### src/hw/rtl/ssa_pkg.sv
// ----------------------------------------------------------------------------
// ssa_pkg
// Shared widths, constants, pipeline stage types and helper functions of the
// surface slope and aspect unit.
// ----------------------------------------------------------------------------
package ssa_pkg;

   // default geometry
   localparam int GRID_CELLS_DEF   = 1024;
   localparam int ANGLE_STAGES_DEF = 16;

   // field widths
   localparam int NORM_W     = 16;
   localparam int POS_W      = 24;
   localparam int HALF_W     = 23;
   localparam int SCALE_W    = 24;
   localparam int SLOPE_W    = 14;
   localparam int ASPECT_W   = 15;
   localparam int CELL_W     = 10;
   localparam int CSR_IDX_W  = 2;
   localparam int CSR_DATA_W = 24;

   // internal widths
   localparam int SUM_W      = POS_W + 1;     // pos + half extent, signed
   localparam int HSQ_W      = 32;            // nx^2 + ny^2
   localparam int RAD_W      = HSQ_W + 16;    // radicand, hsq * 65536
   localparam int ROOT_W     = RAD_W / 2;
   localparam int SQRT_STEPS = ROOT_W;
   localparam int REM_W      = ROOT_W + 2;
   localparam int XY_W       = 27;            // CORDIC x/y, signed
   localparam int Z_W        = 25;            // CORDIC angle, deg * 65536, signed
   localparam int ACC_W      = 26;            // final angle, unsigned

   // angles in degrees * 65536
   localparam logic [ACC_W-1:0] DEG90_Q16  = 26'd5898240;
   localparam logic [ACC_W-1:0] DEG180_Q16 = 26'd11796480;
   localparam logic [ACC_W-1:0] DEG270_Q16 = 26'd17694720;
   localparam logic [ACC_W-1:0] DEG360_Q16 = 26'd23592960;
   localparam logic [ACC_W-1:0] Q6_ROUND   = 26'd512;
   localparam logic [ACC_W-11:0] Q6_FULL_TURN = 16'd23040;

   // configuration register indexes
   typedef enum logic [CSR_IDX_W-1:0] {
      CSR_HALF_EXTENT_X = 2'd0,
      CSR_HALF_EXTENT_Y = 2'd1,
      CSR_CELL_SCALE_X  = 2'd2,
      CSR_CELL_SCALE_Y  = 2'd3
   } csr_index_type;

   // request data that rides along the pipe
   typedef struct packed {
      logic signed [NORM_W-1:0] nx;
      logic signed [NORM_W-1:0] ny;
      logic signed [NORM_W-1:0] nz;
      logic [CELL_W-1:0]        cell_x;
      logic [CELL_W-1:0]        cell_y;
   } side_type;

   // one square root stage
   typedef struct packed {
      logic [RAD_W-1:0]  rad;
      logic [REM_W-1:0]  rem;
      logic [ROOT_W-1:0] root;
      side_type          side;
   } sqrt_stage_type;

   // one CORDIC vectoring lane
   typedef struct packed {
      logic signed [XY_W-1:0] x;
      logic signed [XY_W-1:0] y;
      logic signed [Z_W-1:0]  z;
      logic                   force90;
   } lane_type;

   // one angle stage: slope lane, aspect lane, side data
   typedef struct packed {
      lane_type slope;
      lane_type aspect;
      side_type side;
   } angle_stage_type;

   // atan(2^-i) in degrees * 65536
   function automatic logic [Z_W-1:0] atan_q16(input logic [4:0] idx);
      logic [Z_W-1:0] r;
      case (idx)
         5'd0:  r = 25'd2949120;
         5'd1:  r = 25'd1740967;
         5'd2:  r = 25'd919879;
         5'd3:  r = 25'd466945;
         5'd4:  r = 25'd234379;
         5'd5:  r = 25'd117304;
         5'd6:  r = 25'd58666;
         5'd7:  r = 25'd29335;
         5'd8:  r = 25'd14668;
         5'd9:  r = 25'd7334;
         5'd10: r = 25'd3667;
         5'd11: r = 25'd1833;
         5'd12: r = 25'd917;
         5'd13: r = 25'd458;
         5'd14: r = 25'd229;
         5'd15: r = 25'd115;
         5'd16: r = 25'd57;
         5'd17: r = 25'd29;
         5'd18: r = 25'd14;
         5'd19: r = 25'd7;
         5'd20: r = 25'd4;
         5'd21: r = 25'd2;
         5'd22: r = 25'd1;
         default: r = 25'd0;
      endcase
      return r;
   endfunction

   // magnitude of a normal component
   function automatic logic [NORM_W:0] abs_norm(input logic signed [NORM_W-1:0] v);
      logic signed [NORM_W:0] ve;
      ve = {v[NORM_W-1], v};
      return v[NORM_W-1] ? (NORM_W+1)'(-ve) : (NORM_W+1)'(ve);
   endfunction

endpackage

### src/hw/rtl/ssa_sqrt_cell.sv
// ----------------------------------------------------------------------------
// ssa_sqrt_cell
// One restoring square root step: takes two radicand bits, yields one root
// bit, and passes the partial result to the next cell.
// ----------------------------------------------------------------------------
module ssa_sqrt_cell (
   input  logic                    clock,
   input  logic                    reset,
   input  logic                    en,
   input  logic                    in_valid,
   input  ssa_pkg::sqrt_stage_type in_stage,
   output logic                    out_valid,
   output ssa_pkg::sqrt_stage_type out_stage
);

   logic                    valid_ff;
   ssa_pkg::sqrt_stage_type stage_ff;
   ssa_pkg::sqrt_stage_type stage_in;
   logic [ssa_pkg::REM_W+1:0] rem_t;
   logic [ssa_pkg::REM_W+1:0] trial;

   // bring down two bits, try subtracting 4*root+1
   always_comb begin
      rem_t = {in_stage.rem, in_stage.rad[ssa_pkg::RAD_W-1 -: 2]};
      trial = {2'b00, in_stage.root, 2'b01};
      stage_in      = in_stage;
      stage_in.rad  = in_stage.rad << 2;
      if (rem_t >= trial) begin
         stage_in.rem  = ssa_pkg::REM_W'(rem_t - trial);
         stage_in.root = {in_stage.root[ssa_pkg::ROOT_W-2:0], 1'b1};
      end else begin
         stage_in.rem  = rem_t[ssa_pkg::REM_W-1:0];
         stage_in.root = {in_stage.root[ssa_pkg::ROOT_W-2:0], 1'b0};
      end
   end

   always_ff @(posedge clock) begin
      if (reset) begin
         valid_ff <= 1'b0;
      end else if (en) begin
         valid_ff <= in_valid;
      end
   end

   always_ff @(posedge clock) begin
      if (en) begin
         stage_ff <= stage_in;
      end
   end

   assign out_valid = valid_ff;
   assign out_stage = stage_ff;

endmodule

### config.mk
export PLATFORM = sky130hd
export DESIGN_NAME = ssa_sqrt_cell
export DESIGN_NICKNAME = d
export VERILOG_FILES = /design/src/hw/rtl/ssa_pkg.sv /design/src/hw/rtl/ssa_sqrt_cell.sv
export SDC_FILE = /design/constraint.sdc
export NUM_CORES = 1
export LEC_CHECK = 0
export BUFFER_PORTS_ARGS = -buffer_cell sky130_fd_sc_hd__buf_2
export CAP_MARGIN = 20
export CELL_PAD_IN_SITES_DETAIL_PLACEMENT = 0
export CELL_PAD_IN_SITES_GLOBAL_PLACEMENT = 1
export CORE_MARGIN = 3
export CORE_UTILIZATION = 39
export CTS_CLUSTER_SIZE = 8
export DETAILED_ROUTE_END_ITERATION = 8
export PLACE_DENSITY = 0.88
export SLEW_MARGIN = 30
export SYNTH_ARGS = -nofsm -noshare
export SYNTH_HDL_FRONTEND = slang
export SYNTH_SLANG_ARGS = --single-unit
### constraint.sdc
create_clock -name clock -period 6.2 [get_ports clock]
set_input_delay 0.31 -clock clock [delete_from_list [all_inputs] [get_ports clock]]
set_output_delay 0.31 -clock clock [all_outputs]
set_load 0.05 [all_outputs]
==> results.txt <==
The post-route setup TNS came out at 0 ns. In this run the worst setup path begins at in_stage[75]. In this run the critical register-to-register path is captured at out_valid. The tightest min-delay check is of the in2reg type. The number of standard-cell rows in the floorplan came out at 47. The number of flip-flops and latches in the synthesized netlist is 165. The kind of cell with the highest combined delay along the critical path is compound AO/OA/AOI/OAI gates.

The count of synthesis-stage warnings from yosys is 0. From bottom edge to top edge, the die measures 138 um. The number of setup buffers added after CTS is 0. The share of async-settable or async-resettable flops after synthesis is 0.

The peak supply drop is 0.208 mV. The residual DRC count came out at 0. The CTS tree is yes. The synthesized netlist occupies a cell area of 0.00680 mm^2. The filler-free cell count of the finished design came out at 998. The final layout contains 962 nets. The CTS sink count is 165.

The slew of the pin with the lowest slew margin is 0.836 ns. The worst setup path is launched from an input pin. The smallest clock period supported by the final layout is computed as 2.78 ns. The clock reaches the later pin of the worst-skew pair after 0.42 ns. The count of cell types in the netlist came out at 51. The weighted congestion at the end of routability-driven global placement came out at 0.878.

The maximum fanout count along the critical path is 19. Headroom to the max-slew limit came out at 0.443. The detailed-placement wirelength estimate came out at 15.9 mm. For this design the ratio of total power to cell area is 339 mW/mm^2. The layout overhead on the synthesized area is 36.5%. The gate count after technology mapping came out at 416. The tree is rooted in a sky130_fd_sc_hd__clkbuf_16.

The via count normalized by instance count is 4.86. The depth of the CTS H-tree came out at 4. The total number of vias came out at 4,850.

The number of resized instances in the post-cts repair step came out at 0. The average wire per cell in the routed design is 20.3 um. The quantity of hold-fixing buffers added after cts came out at 0.

In this run the deepest clock path goes through 2 buffers. Setup slack on the worst reg-to-reg path comes out at 5.60 ns. The violation count after the first detailed-route iteration came out at 339.

The clock arrives with 0 ns of skew. The die extent in x came out at 138 um. The run finished with clean final reports.

The number of hold violations in the final report is 0. The fraction of the cycle the final worst path needs came out at 0.449. In this run the number of cells on the critical path is 12. The count of buffers inserted at the top-level ports is 334.

The via count of the first global-routing pass is 4,988. The critical path ends at out_stage[95]. Hold is met by 0.0478 ns. The critical path is of the in2reg type. The I/O pin count came out at 337. At the worst endpoint, the arrival time is 2.95 ns.

The count of pins over their slew limit is 0. Setup violations remaining at the end of the flow were counted as 0. The routed design has 20.2 mm of wire. For this configuration, the core starts out at a cell density of 0.404. Traced cell by cell, the critical path runs through buf_2 -> inv_1 -> ha_1 -> and4_1 -> o21ai_1 -> a21oi_2 -> o211ai_2 -> a31oi_2 -> nor2_2 -> o21ai_4 -> buf_4 -> mux2_2. For this run, the slowest stage of the critical path takes 0.40 ns. At the worst endpoint, the required time is 6.37 ns. The max-capacitance violation count is 0. The antenna diode instance count is 0. The worst reg-to-reg path cell count came out at 2. The number of enable-type register cells in the synthesized netlist came out at 164. The overall overflow remaining after global route came out at 0.

The number of optimization iterations in the first detailed-route pass came out at 4. The initial antenna violation count is 1. For this run, the register share of the synthesized area comes to 0.727. The mean area per synthesized cell came out at 16.3 um^2.

The number of buffers inserted during clock tree synthesis came out at 17. Summed over all cells, the static leakage comes to 0.00415 uW. The area inside the core boundary is 0.0168 mm^2. The peak clock frequency supported by timing came out at 359 MHz.

The critical path endpoint category is a register. Among all stages on the critical path, the largest delay is contributed by sky130_fd_sc_hd__buf_4. The fraction of layout instances using a drive strength above 1 is 0.509. Setup repair after global routing left no endpoint under its margin. The number of nets with antenna violations after routing came out at 0.

The overall track demand over capacity in global routing came out at 0.207. In the synthesized netlist the dominant register cell turns out to be sky130_fd_sc_hd__edfxtp_1. The die outline area is 0.0191 mm^2. The total placed cells including tap cells came out at 967. The count of buffer and inverter cells on the critical path came out at 3. The clock transition at the register clock pins on the worst setup and hold paths after CTS came out at 0.07 ns. The first global-routing pass estimated 29.8 mm of wire. Entering global routing, the biggest net connects 89 pins.

The startpoint identified for the worst register-to-register timing path is out_valid.
-- sequential cells by signal (all words and copies together) (netlist names) --
name and cells:
out_valid 1, out_stage 164
-- metal layers --
metal / up-vias / routed length (um) / GRT usage
met5: - / 13 / 0
met4: 2 / 478 / 0.0712
met3: 29 / 1580 / 0.0587
met2: 227 / 10500 / 0.365
met1: 2326 / 7710 / 0.242
li1: 2266 / - / -
-- cells in the final DEF, fill, tap and decap left out, drive strengths merged, types with 2 or more instances in the layout --
cell	count
buf	336
edfxtp	164
inv	36
ha	26
a21oi	22
mux2	22
nand2	21
nor2	19
clkbuf	17
o21ai	17
xnor2	13
xor2	10
a21o	6
nor3	6
a211oi	6
clkinvlp	4
clkinv	4
nand2b	3
nor2b	3
o21a	3
and2	3
and3	3
mux2i	3
o211ai	3
and4	2
nand4	2
a41oi	2
o21bai	2
o31ai	2
conb	2
a31oi	2
-- logic make-up (layout without fill, tap and decap cells) --
logic type,Yosys count,after routing,synth area share
flip-flops,165,165,0.727
AO/OA/AOI/OAI,72,72,0.0703
AND/OR/NAND/NOR,68,68,0.0489
buffers and inverters,36,397,0.0261
adder cells (fa/ha/maj),26,26,0.0478
multiplexers,25,25,0.0497
XOR/XNOR,23,23,0.0296
other,1,2,0.000551
-- stage by stage --
stage                      util  area (um^2)  total power, uW  setup slack, ns
final                     0.552         9280             3150             3.42
after global routing      0.552         9280             3260             3.23
after CTS                 0.552         9280             3180             3.42
after detailed placement  0.518         8710             2170             2.98
after global placement    0.518         8710             2160             3.05
after floorplan               -         6810             1940             3.63
-- worst reg2reg max path: cells and delay by family (launching register included) --
kind | cells | cell delay (ns)
flops | 1 | 0.31
mux | 1 | 0.12
simple gates | 1 | 0.06
-- area by class of cell --
type | instances | area (um^2)
multi-input combinational | 216 | 1680
clock inverter | 14 | 145
sequential | 165 | 4940
clock buffer | 17 | 425
tap | 220 | 275
inverter | 30 | 113
timing repair buffer | 336 | 1700
fill | 1461 | 7540
-- cell usage after synthesis, types with 2 or more instances --
master                     instances  share of area
sky130_fd_sc_hd__a41oi_1           2         0.0026
sky130_fd_sc_hd__xnor2_1          13          0.017
sky130_fd_sc_hd__nand4_1           2         0.0018
sky130_fd_sc_hd__mux2_2            6         0.0099
sky130_fd_sc_hd__nor3_1            6         0.0044
sky130_fd_sc_hd__o21bai_1          2         0.0022
sky130_fd_sc_hd__buf_12            2         0.0059
sky130_fd_sc_hd__a211oi_1          6         0.0066
sky130_fd_sc_hd__mux2_4           16          0.035
sky130_fd_sc_hd__and4_1            2         0.0026
sky130_fd_sc_hd__nor2b_1           3         0.0028
sky130_fd_sc_hd__edfxtp_1        164           0.72
sky130_fd_sc_hd__o21a_1            3         0.0033
sky130_fd_sc_hd__and2_1            3         0.0028
sky130_fd_sc_hd__buf_4             2         0.0022
sky130_fd_sc_hd__and3_1            3         0.0028
sky130_fd_sc_hd__buf_2             2         0.0015
sky130_fd_sc_hd__nor2_1           17         0.0094
sky130_fd_sc_hd__o21ai_0          15          0.011
sky130_fd_sc_hd__inv_1            30          0.017
sky130_fd_sc_hd__o211ai_1          2         0.0022
sky130_fd_sc_hd__mux2i_1           3         0.0044
sky130_fd_sc_hd__ha_1             26          0.048
sky130_fd_sc_hd__nand2b_1          3         0.0028
sky130_fd_sc_hd__xor2_1           10          0.013
sky130_fd_sc_hd__a21oi_1          21          0.015
sky130_fd_sc_hd__nand2_1          21          0.012
sky130_fd_sc_hd__o31ai_1           2         0.0022
sky130_fd_sc_hd__nor2_2            2         0.0018
sky130_fd_sc_hd__a21o_1            6         0.0066
-- worst min path at each step --
| stage | from | cells past startpoint | end |
|---|---|---|---|
| 3_5_place_dp | reset | 2 | out_valid |
| 5_1_grt | in_stage[16] | 1 | out_stage[16] |
| 6_report | reset | 2 | out_valid |
| 3_3_place_gp | reset | 2 | out_valid |
| 2_1_floorplan | reset | 1 | out_valid |
| 4_1_cts | reset | 2 | out_valid |
-- power by group --
part	leakage, uW	internal [uW]	switching (uW)	total, uW
Clock	0.000267	532	479	1010
Sequential	0.00161	1350	25.3	1370
Combinational	0.00227	208	557	765
No activity file was read; power rests on OpenSTA's default activity.
