$ cat src/hw/rtl/ssa_pkg.sv
// ----------------------------------------------------------------------------
// ssa_pkg
// Shared widths, constants, pipeline stage types and helper functions of the
// surface slope and aspect unit.
// ----------------------------------------------------------------------------
package ssa_pkg;

   // default geometry
   localparam int GRID_CELLS_DEF   = 1024;
   localparam int ANGLE_STAGES_DEF = 16;

   // field widths
   localparam int NORM_W     = 16;
   localparam int POS_W      = 24;
   localparam int HALF_W     = 23;
   localparam int SCALE_W    = 24;
   localparam int SLOPE_W    = 14;
   localparam int ASPECT_W   = 15;
   localparam int CELL_W     = 10;
   localparam int CSR_IDX_W  = 2;
   localparam int CSR_DATA_W = 24;

   // internal widths
   localparam int SUM_W      = POS_W + 1;     // pos + half extent, signed
   localparam int HSQ_W      = 32;            // nx^2 + ny^2
   localparam int RAD_W      = HSQ_W + 16;    // radicand, hsq * 65536
   localparam int ROOT_W     = RAD_W / 2;
   localparam int SQRT_STEPS = ROOT_W;
   localparam int REM_W      = ROOT_W + 2;
   localparam int XY_W       = 27;            // CORDIC x/y, signed
   localparam int Z_W        = 25;            // CORDIC angle, deg * 65536, signed
   localparam int ACC_W      = 26;            // final angle, unsigned

   // angles in degrees * 65536
   localparam logic [ACC_W-1:0] DEG90_Q16  = 26'd5898240;
   localparam logic [ACC_W-1:0] DEG180_Q16 = 26'd11796480;
   localparam logic [ACC_W-1:0] DEG270_Q16 = 26'd17694720;
   localparam logic [ACC_W-1:0] DEG360_Q16 = 26'd23592960;
   localparam logic [ACC_W-1:0] Q6_ROUND   = 26'd512;
   localparam logic [ACC_W-11:0] Q6_FULL_TURN = 16'd23040;

   // configuration register indexes
   typedef enum logic [CSR_IDX_W-1:0] {
      CSR_HALF_EXTENT_X = 2'd0,
      CSR_HALF_EXTENT_Y = 2'd1,
      CSR_CELL_SCALE_X  = 2'd2,
      CSR_CELL_SCALE_Y  = 2'd3
   } csr_index_type;

   // request data that rides along the pipe
   typedef struct packed {
      logic signed [NORM_W-1:0] nx;
      logic signed [NORM_W-1:0] ny;
      logic signed [NORM_W-1:0] nz;
      logic [CELL_W-1:0]        cell_x;
      logic [CELL_W-1:0]        cell_y;
   } side_type;

   // one square root stage
   typedef struct packed {
      logic [RAD_W-1:0]  rad;
      logic [REM_W-1:0]  rem;
      logic [ROOT_W-1:0] root;
      side_type          side;
   } sqrt_stage_type;

   // one CORDIC vectoring lane
   typedef struct packed {
      logic signed [XY_W-1:0] x;
      logic signed [XY_W-1:0] y;
      logic signed [Z_W-1:0]  z;
      logic                   force90;
   } lane_type;

   // one angle stage: slope lane, aspect lane, side data
   typedef struct packed {
      lane_type slope;
      lane_type aspect;
      side_type side;
   } angle_stage_type;

   // atan(2^-i) in degrees * 65536
   function automatic logic [Z_W-1:0] atan_q16(input logic [4:0] idx);
      logic [Z_W-1:0] r;
      case (idx)
         5'd0:  r = 25'd2949120;
         5'd1:  r = 25'd1740967;
         5'd2:  r = 25'd919879;
         5'd3:  r = 25'd466945;
         5'd4:  r = 25'd234379;
         5'd5:  r = 25'd117304;
         5'd6:  r = 25'd58666;
         5'd7:  r = 25'd29335;
         5'd8:  r = 25'd14668;
         5'd9:  r = 25'd7334;
         5'd10: r = 25'd3667;
         5'd11: r = 25'd1833;
         5'd12: r = 25'd917;
         5'd13: r = 25'd458;
         5'd14: r = 25'd229;
         5'd15: r = 25'd115;
         5'd16: r = 25'd57;
         5'd17: r = 25'd29;
         5'd18: r = 25'd14;
         5'd19: r = 25'd7;
         5'd20: r = 25'd4;
         5'd21: r = 25'd2;
         5'd22: r = 25'd1;
         default: r = 25'd0;
      endcase
      return r;
   endfunction

   // magnitude of a normal component
   function automatic logic [NORM_W:0] abs_norm(input logic signed [NORM_W-1:0] v);
      logic signed [NORM_W:0] ve;
      ve = {v[NORM_W-1], v};
      return v[NORM_W-1] ? (NORM_W+1)'(-ve) : (NORM_W+1)'(ve);
   endfunction

endpackage

$ cat src/hw/rtl/ssa_angle_cell.sv
// ----------------------------------------------------------------------------
// ssa_angle_cell
// One CORDIC vectoring micro-rotation for both the slope and aspect lanes.
// ----------------------------------------------------------------------------
module ssa_angle_cell #(
   parameter int STAGE = 0
) (
   input  logic                     clock,
   input  logic                     reset,
   input  logic                     en,
   input  logic                     in_valid,
   input  ssa_pkg::angle_stage_type in_stage,
   output logic                     out_valid,
   output ssa_pkg::angle_stage_type out_stage
);

   localparam logic [ssa_pkg::Z_W-1:0] ANGLE = ssa_pkg::atan_q16(5'(STAGE));

   logic                     valid_ff;
   ssa_pkg::angle_stage_type stage_ff;
   ssa_pkg::angle_stage_type stage_in;

   // rotate toward y = 0; a lane already on the axis stays put
   function automatic ssa_pkg::lane_type rotate(input ssa_pkg::lane_type l);
      ssa_pkg::lane_type r;
      logic signed [ssa_pkg::XY_W-1:0] xs;
      logic signed [ssa_pkg::XY_W-1:0] ys;
      r  = l;
      xs = l.x >>> STAGE;
      ys = l.y >>> STAGE;
      if (l.y[ssa_pkg::XY_W-1]) begin
         r.x = l.x - ys;
         r.y = l.y + xs;
         r.z = l.z - ANGLE;
      end else if (l.y != '0) begin
         r.x = l.x + ys;
         r.y = l.y - xs;
         r.z = l.z + ANGLE;
      end
      return r;
   endfunction

   always_comb begin
      stage_in        = in_stage;
      stage_in.slope  = rotate(in_stage.slope);
      stage_in.aspect = rotate(in_stage.aspect);
   end

   always_ff @(posedge clock) begin
      if (reset) begin
         valid_ff <= 1'b0;
      end else if (en) begin
         valid_ff <= in_valid;
      end
   end

   always_ff @(posedge clock) begin
      if (en) begin
         stage_ff <= stage_in;
      end
   end

   assign out_valid = valid_ff;
   assign out_stage = stage_ff;

endmodule

$ cat config.mk
export PLATFORM = sky130hd
export DESIGN_NAME = ssa_angle_cell
export DESIGN_NICKNAME = d
export VERILOG_FILES = /design/src/hw/rtl/ssa_pkg.sv /design/src/hw/rtl/ssa_angle_cell.sv
export SDC_FILE = /design/constraint.sdc
export NUM_CORES = 1
export LEC_CHECK = 0
export ABC_CLOCK_PERIOD_IN_PS = 3500
export BUFFER_PORTS_ARGS = -buffer_cell sky130_fd_sc_hd__buf_2
export CAP_MARGIN = 10
export CORE_MARGIN = 4
export CORE_UTILIZATION = 40
export CTS_BUF_LIST = sky130_fd_sc_hd__clkbuf_4
export DETAILED_ROUTE_END_ITERATION = 8
export PLACE_DENSITY = 0.68
export SLEW_MARGIN = 0
export SYNTH_ARGS = -nofsm -noshare
export SYNTH_HDL_FRONTEND = slang
export SYNTH_SLANG_ARGS = --single-unit
export TNS_END_PERCENT = 30
$ cat constraint.sdc
create_clock -name clock -period 3.5 [get_ports clock]
set_input_delay 0.7 -clock clock [delete_from_list [all_inputs] [get_ports clock]]
set_output_delay 0.7 -clock clock [all_outputs]
set_load 0.03 [all_outputs]
==> Flow_metrics.wiki <==
{| class="wikitable"
! Metric !! Value
|-
| Commonest non-fill, non-tap cell in the layout || sky130_fd_sc_hd__buf_2
|-
| Clock tree root buffer cell || sky130_fd_sc_hd__clkbuf_4
|-
| Register-to-register path setup slack || 2.91 ns
|-
| Initial antenna violation count || 8
|-
| Seq pwr share || 35.8%
|-
| Total gr overflow || 0
|-
| Post-synthesis instance total || 1,930
|-
| Setup Viol. Count Final || 0
|-
| I/O Buffers || 460
|-
| Final HPWL DP || 58.1 mm
|-
| Highest net fanout along the worst path || 4
|-
| Post-detailed-route count of antenna-violating nets || 0
|-
| Clock buffer depth || 3
|-
| RSZ-0062 raised after global routing || no
|-
| Met2 usage in global routing || 47.6%
|-
| Number of flops mapped to enable cells by yosys || 228
|-
| Fin Clk Skew || 0 ns
|-
| Total net switching power || 3.73 mW
|-
| Final worst path period share || 90.8%
|-
| Met3 demand-to-capacity share in global routing || 6.27%
|-
| Setup TNS || 0 ns
|-
| Proportion of layout cells with a drive suffix above 1 || 33.7%
|-
| Critical path, cell by cell || buf_2 -> inv_1 -> ha_1 -> nor4_2 -> o21ai_0 -> a311oi_1 -> a211o_1 -> a221o_1 -> a221oi_4 -> o311a_1 -> a221oi_1 -> a21oi_1
|-
| Post-cts sizing count || 0
|-
| Post-route standard cell area excluding fillers || 0.0237 mm²
|-
| Multiplexer area fraction after synthesis || 0.395%
|-
| TritonCTS clock tree || yes
|-
| Peak supply drop || 282 µV
|-
| Hold/Removal Path Class || in2reg
|-
| Worst slew margin relative to its limit || 47.7%
|-
| Kind of critical path || in2reg
|-
| Synth-to-layout area growth || 34.0%
|-
| Worst skew pair latency || 0.75 ns
|-
| Router iterations before antenna repair || 6
|-
| Startpoint class of the critical path || input pin
|-
| Global Route met1 Usage || 37.9%
|-
| Via count of the routed design || 18,800
|-
| Switching share of power || 37.9%
|-
| Layer with the highest usage after global routing || met2
|-
| Number of rows in the core area || 76
|-
| Clock Sink Count || 229
|-
| Post-synthesis adder-cell area fraction || 13.2%
|-
| Fin. Hold Viols || 0
|-
| Utilization of the core after routing || 54.6%
|-
| Number of maximum-capacitance constraint violations || 0
|-
| Vias in the first global route || 18,100
|-
| Post-synthesis sequential area ratio || 38.7%
|-
| Post-detailed-placement cell area || 0.0229 mm²
|-
| Commonest cells after routing, fill and taps aside || 459 x sky130_fd_sc_hd__buf_2, 325 x sky130_fd_sc_hd__buf_4, 228 x sky130_fd_sc_hd__edfxtp_1, 183 x sky130_fd_sc_hd__a21oi_1, 178 x sky130_fd_sc_hd__ha_1
|-
| Detailed router's first-iteration violation count || 2,077
|-
| Synth Area per Inst || 9.18 µm²
|-
| I/O pin count || 461
|-
| Mean number of vias per cell || 5.67
|-
| Die Outline Area || 0.0477 mm²
|-
| Syn_nets || 2,346
|-
| Net count of the finished layout || 3,107
|-
| Data arrival time of the critical path || 3.72 ns
|-
| Least-Margin Pin Slew || 0.784 ns
|-
| Pin count of the biggest net entering global routing || 78
|-
| Maximum achievable frequency || 315 MHz
|-
| Synthesis Warnings || 0
|-
| Final weighted congestion of routability-driven global placement || 0.999
|-
| Area of the core || 0.0435 mm²
|-
| Critical Path RT || 4.04 ns
|-
| Flop and latch count out of synthesis || 229
|-
| Internal Pwr Total || 6.11 mW
|-
| H-tree levels || 3
|-
| Final critical-path required period || 3.18 ns
|-
| Routed wire length || 72.8 mm
|-
| Stage delay of the slowest cell on the critical path || 0.51 ns
|-
| Post-Synthesis Cell Area || 0.0177 mm²
|-
| Width of the die || 218 µm
|-
| Crit path capture type || flip-flop
|-
| Static leakage power || 11.0 nW
|-
| Wire length of the first global-routing pass || 107 mm
|-
| Total track usage || 29.0%
|-
| Largest family of logic cells by synthesized area || compound AO/OA/AOI/OAI gates
|-
| Cell variety after synth || 73
|-
| Height of the chip || 218 µm
|-
| Number of CTS-inserted buffers || 67
|-
| Parity-gate share of the synthesized area counting xor and xnor cells || 3.76%
|-
| CP max-delay cell || sky130_fd_sc_hd__nor4_2
|-
| Starting density of the core || 40.8%
|-
| Total Power || 9.84 mW
|-
| Max Transition Viols Final || 0
|-
| Number of design rule violations left after detail routing || 0
|-
| Wire length per cell after detailed routing || 21.9 µm
|-
| Clock group share of total power || 25.6%
|-
| Most instantiated flip-flop cell in the synthesis netlist || sky130_fd_sc_hd__edfxtp_1
|-
| Asr flop ratio synth || 0%
|-
| Outcome || complete, no violations
|-
| Part of the power in combinational logic || 38.5%
|-
| Basic-gate share of the synthesized area counting and, or, nand and nor cells || 12.1%
|-
| Power Dens Cells || 414 mW/mm²
|-
| Clock-pin slew reported for the worst setup and hold paths after clock tree synthesis || 0.07 ns
|-
| Compound-Gate Fraction of Synth Area || 25.7%
|}
-- layout make-up --
| type | instances | area [µm²] |
|---|---|---|
| well taps | 585 | 732 |
| diodes | 2 | 5.00 |
| multi-input cells | 1422 | 9800 |
| clock inverters | 20 | 121 |
| clock buffers | 92 | 691 |
| inverters | 177 | 664 |
| flip-flops and latches | 229 | 6870 |
| fillers | 4045 | 19700 |
| repair buffers | 794 | 4860 |
-- final timing paths --
| path | start | end | depth (start not counted) |
|---|---|---|---|
| hold reg to reg | out_valid | out_valid | 2 |
| setup / recovery | in_stage[104] | out_stage[118] | 12 |
| hold / removal | in_stage[13] | out_stage[13] | 1 |
| setup reg to reg | out_valid | out_valid | 2 |
-- metrics by stage --
| step | hold WS [ns] | cells | setup WS (ns) |
|---|---|---|---|
| floorplan | 0.630 | 1930 | 0.0735 |
| global placement | 0.476 | 3200 | -0.241 |
| CTS | 0.00489 | 3319 | 0.457 |
| detailed placement | 0.484 | 3200 | -0.407 |
| finish | 0.0991 | 3321 | 0.322 |
| global route | 0.0261 | 3320 | 0.275 |
-- routing by layer --
metal  part of all wire [%]  vias up
met4                    3.5        4
met5                  0.038        -
met3                    9.8      163
met1                     40     8973
li1                       -     8680
met2                     46     1024
-- repair_timing --
action,in CTS,in global routing
setup endpoints to repair,0,0
buffers inserted,0,0
hold buffers,7,0
hold endpoints to repair,7,0
-- cells in the mapped netlist (14+ instances only) --
| cell | instances | area share, % |
|---|---|---|
| sky130_fd_sc_hd__a211oi_1 | 27 | 1.1 |
| sky130_fd_sc_hd__a21o_1 | 37 | 1.6 |
| sky130_fd_sc_hd__a21oi_1 | 183 | 5.2 |
| sky130_fd_sc_hd__a221oi_1 | 34 | 1.7 |
| sky130_fd_sc_hd__a31oi_1 | 19 | 0.67 |
| sky130_fd_sc_hd__clkbuf_1 | 85 | 1.8 |
| sky130_fd_sc_hd__edfxtp_1 | 228 | 39 |
| sky130_fd_sc_hd__ha_1 | 178 | 13 |
| sky130_fd_sc_hd__inv_1 | 172 | 3.6 |
| sky130_fd_sc_hd__nand2_1 | 121 | 2.6 |
| sky130_fd_sc_hd__nand2b_1 | 31 | 1.1 |
| sky130_fd_sc_hd__nand3_1 | 21 | 0.59 |
| sky130_fd_sc_hd__nor2_1 | 178 | 3.8 |
| sky130_fd_sc_hd__nor2b_1 | 15 | 0.53 |
| sky130_fd_sc_hd__nor3_1 | 42 | 1.2 |
| sky130_fd_sc_hd__nor4_1 | 17 | 0.60 |
| sky130_fd_sc_hd__o21a_1 | 14 | 0.59 |
| sky130_fd_sc_hd__o21ai_0 | 130 | 3.7 |
| sky130_fd_sc_hd__o21bai_1 | 27 | 1.1 |
| sky130_fd_sc_hd__o221ai_1 | 22 | 1.1 |
| sky130_fd_sc_hd__o22ai_1 | 32 | 1.1 |
| sky130_fd_sc_hd__o31ai_1 | 15 | 0.64 |
| sky130_fd_sc_hd__xnor2_1 | 63 | 3.1 |
-- sequential cells by signal, indices dropped and copies added (netlist names) --
signal,flops
out_stage,228
out_valid,1
-- critical path, delay by kind of cell --
| family | cells | cell delay [ns] |
|---|---|---|
| compound gates | 8 | 2.00 |
| fa+ha+maj | 1 | 0.37 |
| buf+inv | 2 | 0.13 |
| simple gates | 1 | 0.51 |
-- kinds of logic after synthesis --
| group | after synthesis |
|---|---|
| fa+ha+maj | 184 |
| simple gates | 474 |
| flops | 229 |
| mux | 7 |
| xor+xnor | 76 |
| compound gates | 681 |
| buf+inv | 279 |
-- power groups by stage --
stage | sequential [mW] | combinational, mW | clock [mW]
2_1_floorplan | 4.19 | 1.51 | 0
3_3_place_gp | 3.57 | 3.69 | 0
3_5_place_dp | 3.58 | 3.71 | 0
4_1_cts | 3.53 | 3.74 | 2.62
5_1_grt | 3.55 | 4.04 | 2.76
6_report | 3.52 | 3.79 | 2.52
Note: power is estimated with default switching activity, not from simulation.
